--- config.mk ---
export PLATFORM = sky130hd
export DESIGN_NAME = handle_pool_allocator
export DESIGN_NICKNAME = d
export VERILOG_FILES = /design/src/hdl/hpa_pkg.sv /design/src/hdl/hpa_ram.sv /design/src/hdl/hpa_ctrl.sv /design/src/hdl/hpa_dp.sv /design/src/hdl/handle_pool_allocator.sv
export VERILOG_INCLUDE_DIRS = /design/src /design/src/hdl
export SDC_FILE = /design/constraint.sdc
export NUM_CORES = 1
export LEC_CHECK = 0
export BUFFER_PORTS_ARGS = -buffer_cell sky130_fd_sc_hd__buf_4
export CAP_MARGIN = 25
export CORE_MARGIN = 2
export CORE_UTILIZATION = 64
export DETAILED_ROUTE_END_ITERATION = 6
export PLACE_DENSITY = 0.9
export RECOVER_POWER = 100
export SYNTH_ARGS = -nofsm -noshare
export SYNTH_HDL_FRONTEND = slang
export SYNTH_HIERARCHICAL = 1
export SYNTH_SLANG_ARGS = --single-unit
--- constraint.sdc ---
create_clock -name clk -period 5.02 [get_ports clk]
set_input_delay 0.753 -clock clk [delete_from_list [all_inputs] [get_ports clk]]
set_output_delay 0.753 -clock clk [all_outputs]
set_load 0.05 [all_outputs]
--- src/hdl/assert_macros.svh ---
// Assertion macros for the concurrent checks of the top-level RTL file.
`ifndef ASSERT_MACROS_SVH
`define ASSERT_MACROS_SVH

// The consequent must hold in the same cycle as the antecedent.
`define ASSERT_SAME(label, ante, cons, msg) \
	label: assert property (@(posedge clk) disable iff (!arst_n) (ante) |-> (cons)) \
		else $error(msg);

// The consequent must hold in the cycle after the antecedent.
`define ASSERT_NEXT(label, ante, cons, msg) \
	label: assert property (@(posedge clk) disable iff (!arst_n) (ante) |=> (cons)) \
		else $error(msg);

// The condition must never be true.
`define ASSERT_NEVER(label, cond, msg) \
	label: assert property (@(posedge clk) disable iff (!arst_n) !(cond)) \
		else $error(msg);

`endif

--- src/hdl/hpa_pkg.sv ---
// Shared types and constants of the handle pool allocator.
package hpa_pkg;

	localparam int HANDLE_W = 6;
	localparam int STATUS_W = 2;
	localparam int CMD_W = 2;
	localparam int POOL_SIZE_DEF = 64;

	// Command codes.
	localparam logic [CMD_W-1:0] CMD_ALLOC = 2'd0;
	localparam logic [CMD_W-1:0] CMD_TRY = 2'd1;
	localparam logic [CMD_W-1:0] CMD_FREE = 2'd2;

	// Result status codes.
	localparam logic [STATUS_W-1:0] ST_OK = 2'd0;
	localparam logic [STATUS_W-1:0] ST_NONE_FREE = 2'd1;
	localparam logic [STATUS_W-1:0] ST_INVALID = 2'd2;
	localparam logic [STATUS_W-1:0] ST_EXHAUSTED = 2'd3;

	// Commands from the controller to the datapath.
	typedef struct packed {
		logic clear;   // sweep one allocated-map entry to zero
		logic issue;   // capture a command word and launch the RAM reads
		logic commit;  // decide, update state and load the result register
	} ctl_t;

	// Status from the datapath to the controller.
	typedef struct packed {
		logic clear_last;  // the clearing sweep is at its last entry
	} sts_t;

endpackage

--- src/hdl/hpa_ram.sv ---
// Generic simple dual-port RAM with one write port and one registered read port.
module hpa_ram #(
	parameter int WIDTH = 8,
	parameter int DEPTH = 64
) (
	input  logic                     clk,
	input  logic                     wr_en,
	input  logic [$clog2(DEPTH)-1:0] wr_addr,
	input  logic [WIDTH-1:0]         wr_data,
	input  logic                     rd_en,
	input  logic [$clog2(DEPTH)-1:0] rd_addr,
	output logic [WIDTH-1:0]         rd_data
);

	logic [WIDTH-1:0] mem_q [DEPTH];
	logic [WIDTH-1:0] rd_data_q;

	always_ff @(posedge clk) begin
		if (wr_en) begin
			mem_q[wr_addr] <= wr_data;
		end
		if (rd_en) begin
			rd_data_q <= mem_q[rd_addr];
		end
	end

	assign rd_data = rd_data_q;

endmodule

--- src/hdl/hpa_ctrl.sv ---
// Controller state machine of the handle pool allocator: clearing, accept and execute.
module hpa_ctrl (
	input  logic          clk,
	input  logic          arst_n,
	input  logic          in_valid,
	output logic          in_ready,
	output logic          out_valid,
	input  logic          out_ready,
	output hpa_pkg::ctl_t ctl,
	input  hpa_pkg::sts_t sts
);

	typedef enum logic [1:0] {
		S_CLEAR,
		S_IDLE,
		S_EXEC
	} state_t;

	state_t state_q;
	logic   out_valid_q;

	always_comb begin
		ctl.clear = (state_q == S_CLEAR);
		ctl.issue = (state_q == S_IDLE) && in_valid;
		ctl.commit = (state_q == S_EXEC) && (!out_valid_q || out_ready);
	end

	assign in_ready = (state_q == S_IDLE);
	assign out_valid = out_valid_q;

	always_ff @(posedge clk or negedge arst_n) begin
		if (!arst_n) begin
			state_q <= S_CLEAR;
			out_valid_q <= 1'b0;
		end else begin
			unique case (state_q)
				S_CLEAR: begin
					if (sts.clear_last) begin
						state_q <= S_IDLE;
					end
				end
				S_IDLE: begin
					if (in_valid) begin
						state_q <= S_EXEC;
					end
				end
				S_EXEC: begin
					if (ctl.commit) begin
						state_q <= S_IDLE;
					end
				end
				default: begin
					state_q <= S_CLEAR;
				end
			endcase
			if (ctl.commit) begin
				out_valid_q <= 1'b1;
			end else if (out_ready) begin
				out_valid_q <= 1'b0;
			end
		end
	end

endmodule

--- src/hdl/hpa_dp.sv ---
// Datapath of the handle pool allocator: free list, allocated map, counters and result register.
module hpa_dp #(
	parameter int POOL_SIZE = hpa_pkg::POOL_SIZE_DEF
) (
	input  logic                           clk,
	input  logic                           arst_n,
	input  logic [hpa_pkg::CMD_W-1:0]      in_cmd,
	input  logic [hpa_pkg::HANDLE_W-1:0]   in_handle,
	input  hpa_pkg::ctl_t                  ctl,
	output hpa_pkg::sts_t                  sts,
	output logic [hpa_pkg::HANDLE_W-1:0]   handle_out,
	output logic [hpa_pkg::STATUS_W-1:0]   status
);

	localparam int IDX_W = $clog2(POOL_SIZE);
	localparam int CNT_W = $clog2(POOL_SIZE + 1);
	localparam int HW = (IDX_W > hpa_pkg::HANDLE_W) ? IDX_W : hpa_pkg::HANDLE_W;

	// Captured command.
	logic [hpa_pkg::CMD_W-1:0] cmd_s1;
	logic [IDX_W-1:0]          hidx_s1;
	logic                      hok_s1;

	// Free-list pointers and counters.
	logic [IDX_W-1:0] head_q;
	logic [IDX_W-1:0] tail_q;
	logic [CNT_W-1:0] qcount_q;
	logic [CNT_W-1:0] fresh_q;
	logic [IDX_W-1:0] clr_q;

	// Result register.
	logic [hpa_pkg::HANDLE_W-1:0] hout_q;
	logic [hpa_pkg::STATUS_W-1:0] st_q;

	logic [HW:0]      h_ext;
	logic             h_in_pool;
	logic [IDX_W-1:0] q_rd_data;
	logic [0:0]       map_rd_data;
	logic             map_we;
	logic [IDX_W-1:0] map_waddr;
	logic [0:0]       map_wdata;

	logic             is_alloc;
	logic             is_try;
	logic             is_free;
	logic             have_q;
	logic             have_fresh;
	logic             pop;
	logic             fresh_take;
	logic             free_ok;
	logic [IDX_W-1:0] grant;
	logic [HW-1:0]    grant_hw;
	logic [hpa_pkg::HANDLE_W-1:0] hout_d;
	logic [hpa_pkg::STATUS_W-1:0] st_d;

	assign h_ext = (HW + 1)'(in_handle);
	assign h_in_pool = h_ext < (HW + 1)'(POOL_SIZE);

	function automatic logic [IDX_W-1:0] next_pos(input logic [IDX_W-1:0] p);
		return (p == IDX_W'(POOL_SIZE - 1)) ? '0 : p + 1'b1;
	endfunction

	hpa_ram #(
		.WIDTH(IDX_W),
		.DEPTH(POOL_SIZE)
	) u_queue (
		.clk    (clk),
		.wr_en  (ctl.commit && free_ok),
		.wr_addr(tail_q),
		.wr_data(hidx_s1),
		.rd_en  (ctl.issue),
		.rd_addr(head_q),
		.rd_data(q_rd_data)
	);

	hpa_ram #(
		.WIDTH(1),
		.DEPTH(POOL_SIZE)
	) u_map (
		.clk    (clk),
		.wr_en  (map_we),
		.wr_addr(map_waddr),
		.wr_data(map_wdata),
		.rd_en  (ctl.issue),
		.rd_addr(h_ext[IDX_W-1:0]),
		.rd_data(map_rd_data)
	);

	always_comb begin
		is_alloc = (cmd_s1 == hpa_pkg::CMD_ALLOC);
		is_try = (cmd_s1 == hpa_pkg::CMD_TRY);
		is_free = (cmd_s1 == hpa_pkg::CMD_FREE);
		have_q = (qcount_q != '0);
		have_fresh = (fresh_q < CNT_W'(POOL_SIZE));
		pop = (is_alloc || is_try) && have_q;
		fresh_take = is_alloc && !have_q && have_fresh;
		free_ok = is_free && hok_s1 && map_rd_data[0] && (qcount_q != CNT_W'(POOL_SIZE));
		grant = have_q ? q_rd_data : fresh_q[IDX_W-1:0];
		grant_hw = HW'(grant);

		priority if (is_free) begin
			st_d = free_ok ? hpa_pkg::ST_OK : hpa_pkg::ST_INVALID;
		end else if (pop || fresh_take) begin
			st_d = hpa_pkg::ST_OK;
		end else if (is_try) begin
			st_d = hpa_pkg::ST_NONE_FREE;
		end else if (is_alloc) begin
			st_d = hpa_pkg::ST_EXHAUSTED;
		end else begin
			st_d = hpa_pkg::ST_OK;
		end
		hout_d = (pop || fresh_take) ? grant_hw[hpa_pkg::HANDLE_W-1:0] : '0;

		// The clearing sweep owns the map write port until it ends.
		map_we = ctl.clear || (ctl.commit && (pop || fresh_take || free_ok));
		map_waddr = ctl.clear ? clr_q : (is_free ? hidx_s1 : grant);
		map_wdata = (ctl.clear || is_free) ? 1'b0 : 1'b1;

		sts.clear_last = (clr_q == IDX_W'(POOL_SIZE - 1));
	end

	always_ff @(posedge clk) begin
		if (ctl.issue) begin
			cmd_s1 <= in_cmd;
			hidx_s1 <= h_ext[IDX_W-1:0];
			hok_s1 <= h_in_pool;
		end
		if (ctl.commit) begin
			hout_q <= hout_d;
			st_q <= st_d;
		end
	end

	always_ff @(posedge clk or negedge arst_n) begin
		if (!arst_n) begin
			head_q <= '0;
			tail_q <= '0;
			qcount_q <= '0;
			fresh_q <= '0;
			clr_q <= '0;
		end else begin
			if (ctl.clear) begin
				clr_q <= clr_q + 1'b1;
			end
			if (ctl.commit) begin
				if (pop) begin
					head_q <= next_pos(head_q);
					qcount_q <= qcount_q - 1'b1;
				end
				if (fresh_take) begin
					fresh_q <= fresh_q + 1'b1;
				end
				if (free_ok) begin
					tail_q <= next_pos(tail_q);
					qcount_q <= qcount_q + 1'b1;
				end
			end
		end
	end

	assign handle_out = hout_q;
	assign status = st_q;

endmodule

--- src/hdl/handle_pool_allocator.sv ---
// Top level of the handle pool allocator: stream ports, controller and datapath.
// The allocator hands out handles from a pool of POOL_SIZE entries, one command word in and
// one result word out. Allocate reuses the oldest freed handle and, when none is queued,
// issues the next never-used handle, reporting "pool exhausted" once every handle is in use.
// Try-allocate only reuses freed handles and reports "nothing free" otherwise. Deallocate
// rejects a handle that is not currently allocated with "invalid handle"; otherwise it frees
// the handle and queues it at the tail of the free list. Each command has an accept step, which
// launches the registered reads of the free-list RAM and the allocated-map RAM, and an execute
// step, which makes the decision, writes both RAMs and loads the result register once the
// output register is free or being emptied. A new command is accepted only after the last one
// has executed. The result register lets the next command word be accepted while the previous
// result still waits on the output; that command executes as soon as the result is taken.
// After reset the allocated map is swept to zero, one entry per cycle, with s_tready held low.
`include "assert_macros.svh"

module handle_pool_allocator #(
	parameter int POOL_SIZE = hpa_pkg::POOL_SIZE_DEF
) (
	input  logic       clk,
	input  logic       arst_n,

	// Command words.
	input  logic       s_tvalid,
	output logic       s_tready,
	input  logic [7:0] s_tdata,   // [5:0] handle, [7:6] zero
	input  logic [1:0] s_tuser,   // [1:0] cmd

	// Result words.
	output logic       m_tvalid,
	input  logic       m_tready,
	output logic [7:0] m_tdata,   // [5:0] handle_out, [7:6] zero
	output logic [1:0] m_tuser    // [1:0] status
);

	hpa_pkg::ctl_t ctl;
	hpa_pkg::sts_t sts;
	logic [hpa_pkg::HANDLE_W-1:0] handle_out;

	// The controller sequences clearing, accept and execute; it also owns the output valid.
	hpa_ctrl u_ctrl (
		.clk      (clk),
		.arst_n   (arst_n),
		.in_valid (s_tvalid),
		.in_ready (s_tready),
		.out_valid(m_tvalid),
		.out_ready(m_tready),
		.ctl      (ctl),
		.sts      (sts)
	);

	// The datapath holds the free list, the allocated map, the counters and the result.
	hpa_dp #(
		.POOL_SIZE(POOL_SIZE)
	) u_dp (
		.clk       (clk),
		.arst_n    (arst_n),
		.in_cmd    (s_tuser),
		.in_handle (s_tdata[hpa_pkg::HANDLE_W-1:0]),
		.ctl       (ctl),
		.sts       (sts),
		.handle_out(handle_out),
		.status    (m_tuser)
	);

	assign m_tdata = {2'b00, handle_out};

	// No command word may be taken while the map is still being cleared.
	`ASSERT_NEVER(a_no_accept_in_clear, ctl.clear && s_tready, "accept ready during clear")
	// A result is only committed when the output register is free or being emptied.
	`ASSERT_SAME(a_commit_slot_free, ctl.commit, !m_tvalid || m_tready, "result overwritten")
	// A committed result is presented in the next cycle.
	`ASSERT_NEXT(a_commit_shows, ctl.commit, m_tvalid, "committed result not presented")
	// One command at a time: after an accept the block is busy executing it.
	`ASSERT_NEXT(a_one_in_flight, s_tvalid && s_tready, !s_tready, "second command accepted early")

endmodule
==> metrics <==
# hold bufs at CTS=0; ys async rst share=6.92%; RePlAce Congestion=0.844; CP max FO=60; Area Overhead vs Synth=9.19%; CTS tree=yes; Util after Layout=71.3%; Initial DRC Count=1534; Final setup viols=0; final net count=1217; Max Cap Violations=4; share of layout cells above drive strength 1=16.1%; later-pin clock latency in the skew report=560 ps; largest net degree at the start of global routing=66; Max Freq=0.230 GHz; Post-synth EDFFs=471; Sw Ratio=18.7%; Min-Delay Endpoint=u_dp/cmd_s1[1]; Avg Inst Size Synth=17.9 µm²; Worst Max-Slew Pin Slew=3040 ps; slew margin rel.=-103%; GRT Util Overall=26.3%; Flop pwr share=57.0%; RSZ-0062 raised after global routing=false; Routed Antenna Nets=0; I/O pin count=26; r2r startpoint=u_dp/head_q[1]; Yosys cell types=61; number of global-route vias before repair=11200; Die Ht=184 µm; clock buffer depth=3; Slew Limit Fails=198; 1st-pass router iterations=7; register area share after synthesis=72.3%; Fin Hold WS=396 ps; area of the multi-input gates=0.00537 mm²; CTS-repair resized insts=0; CTS sink count=506; Die W=184 µm; Setup crit end kind=flop; clock power share=42.6%; Leak Pwr=6.93 nW; hold depth=1; first-pass GRT wire length=66000 µm; number of clock buffers inserted by TritonCTS=48; r2r setup slk=670 ps; worst hold path startpoint=s_tuser[1]; # port buffers=21; Filler cells=1739; Switch Pwr=0.00149 W; Synth Area in XOR/XNOR=0.801%; worst vdd ir=0.283 mV; Hold Vio Cnt, Final=0; Synth Register Bits=506; cells after synthesis=1161; Synth Cell Area=0.0208 mm²; worst hold path type=in -> reg; Primary FF master, synth=edfxtp_1; min cycle time layout=4350 ps; Logic pwr share=0.4%; largest family of logic cells by synthesized area=multiplexers; CTS clk-pin slew, worst paths=60 ps; H-tree levels=2; critical path class=reg -> reg; status=finished with violations; row count=65; FF+latch area=0.0150 mm²; Int Pwr=0.00648 W; Synth Area in Adders=0.638%; final WL=43600 µm; Starting Density=65.3%; root buffer cell=clkbuf_16; initial antenna violation count=0; Core Region=0.0318 mm²; Worst EP arrival=4760 ps; period utilization=86.7%; synth warn=6; Critical Path RT=5430 ps; Post-CTS Repair Setup Buffers=0; grt total ovfl=0; via total after detailed routing=11200; Antenna Cells=0; die area=0.0339 mm²; Post-DP HPWL=25300 µm; Compound-Gate Fraction of Synth Area=3.72%; mux share of post-synthesis cell area=13.8%; PD cells=351 mW/mm²; routed length per placed instance=26.1 µm; Worst Reg-to-Reg Cells=6; reg2reg end=u_dp/u_queue/rd_data[3]; Post-Synth Simple-Gate Area=6.93%; drt via density=6.72; # DRC=0; critical path startpoint category=flop; Final TNS setup=0 ps; clk_skew=24.5 ps; failing checks=max-capacitance violations, max-slew violations
-- state kept, by name, indices dropped and copies added, names as in the netlist, 6 cells and up --
register / flops
u_dp/u_map/mem_q: 64
u_dp/head_q: 6
u_dp/hidx_s1: 6
u_dp/u_queue/rd_data: 6
u_dp/tail_q: 6
u_dp/clr_q: 6
u_dp/fresh_q: 7
u_dp/qcount_q: 7
u_dp/u_queue/mem_q: 384
u_dp/handle_out: 6
-- cells in the mapped netlist, drive strengths merged (10+ instances only) --
master  number  area (µm²)
nand4       10        62.6
mux4       110        2530
o21ai       22         110
dfrtp       35         876
mux2        11         124
nor3        10        50.1
nor2       155         582
nand2b      13        81.3
xnor2       12         105
edfxtp     471       14100
nor2b       15        93.8
o22ai       13        81.3
nand2       43         164
buf         29         233
nand3       23         115
clkbuf      29         109
mux2i       22         220
a211oi      14         105
a21oi       16        80.1
-- through the flow --
step,instance area (µm²),worst slack [ps],total power (W),instances
floorplan,20800,2060,0.00465,1162
global placement,21300,1780,0.00467,1576
detailed placement,21300,1560,0.00467,1576
CTS,22700,1410,0.00801,1665
global route,22700,597,0.00817,1667
finish,22700,670,0.00797,1667
-- how the worst max path moves through the flow --
stage                                           end  depth (start not counted)             start  slack, ps
after floorplan           u_dp/u_queue/mem_q[48][0]                          7          m_tready       2060
after global placement         u_dp/u_map/mem_q[48]                          9  u_dp/qcount_q[0]       1780
after detailed placement  u_dp/u_queue/mem_q[22][1]                          9          m_tready       1560
after CTS                 u_dp/u_queue/mem_q[22][0]                          8    u_dp/cmd_s1[0]       1410
after global routing        u_dp/u_queue/rd_data[3]                          6    u_dp/head_q[1]        600
final                       u_dp/u_queue/rd_data[3]                          6    u_dp/head_q[1]        670
-- cell type report --
type                            count  share of cell area, %
Sequential cell                   506                   66.3
Multi-Input combinational cell    591                   23.7
Clock buffer                       71                   5.81
Tap cell                          435                   2.40
Timing Repair Buffer               39                   1.07
Clock inverter                     18                  0.656
Inverter                            7                  0.116
-- critical path, stage by stage, from the launching register on --
cell and delay, ps:
dfrtp_4 1030, clkbuf_1 1520, mux4_2 500, o22a_1 180
o221ai_1 180, nor3_1 490, o22a_1 250
-- logic make-up (layout without fill, tap and decap cells) --
| group | count (synthesis) | in the layout |
|---|---|---|
| other cells | 1 | 2 |
| buf+inv | 65 | 135 |
| mux | 143 | 143 |
| xor+xnor | 19 | 19 |
| compound gates | 112 | 112 |
| flops | 506 | 506 |
| fa+ha+maj | 10 | 10 |
| simple gates | 305 | 305 |
-- power groups by stage --
stage | Clock, W | Sequential (W) | Combinational, W
2_1_floorplan | 0 | 0.00463 | 0.0000213
3_3_place_gp | 0 | 0.00463 | 0.0000368
3_5_place_dp | 0 | 0.00463 | 0.0000386
4_1_cts | 0.00343 | 0.00454 | 0.0000389
5_1_grt | 0.00359 | 0.00454 | 0.0000390
6_report | 0.00339 | 0.00454 | 0.0000356
-- layer usage --
metal | track usage, % | part of all wire [%]
met5 | 0 | 0
met4 | 9.38 | 3.7
met3 | 5.22 | 10
met2 | 42.7 | 49
met1 | 36.3 | 37
-- cells in the final DEF (no fill, tap or decap), types with 9 or more instances in the layout --
cell type	n
edfxtp_1	471
nor2_1	154
mux4_2	97
clkbuf_16	48
nand2_1	43
clkbuf_1	42
dfrtp_1	32
nand3_1	23
mux2i_1	22
a21oi_1	16
nor2b_1	15
o21ai_0	15
a211oi_1	14
buf_4	13
nand2b_1	13
o22ai_1	13
mux4_1	13
xnor2_1	12
nor3_1	10
nand4_1	10
mux2_2	10
nand3b_1	9
a21o_1	9
ha_1	9
o221ai_1	9
(Power assumes the default switching activity.)
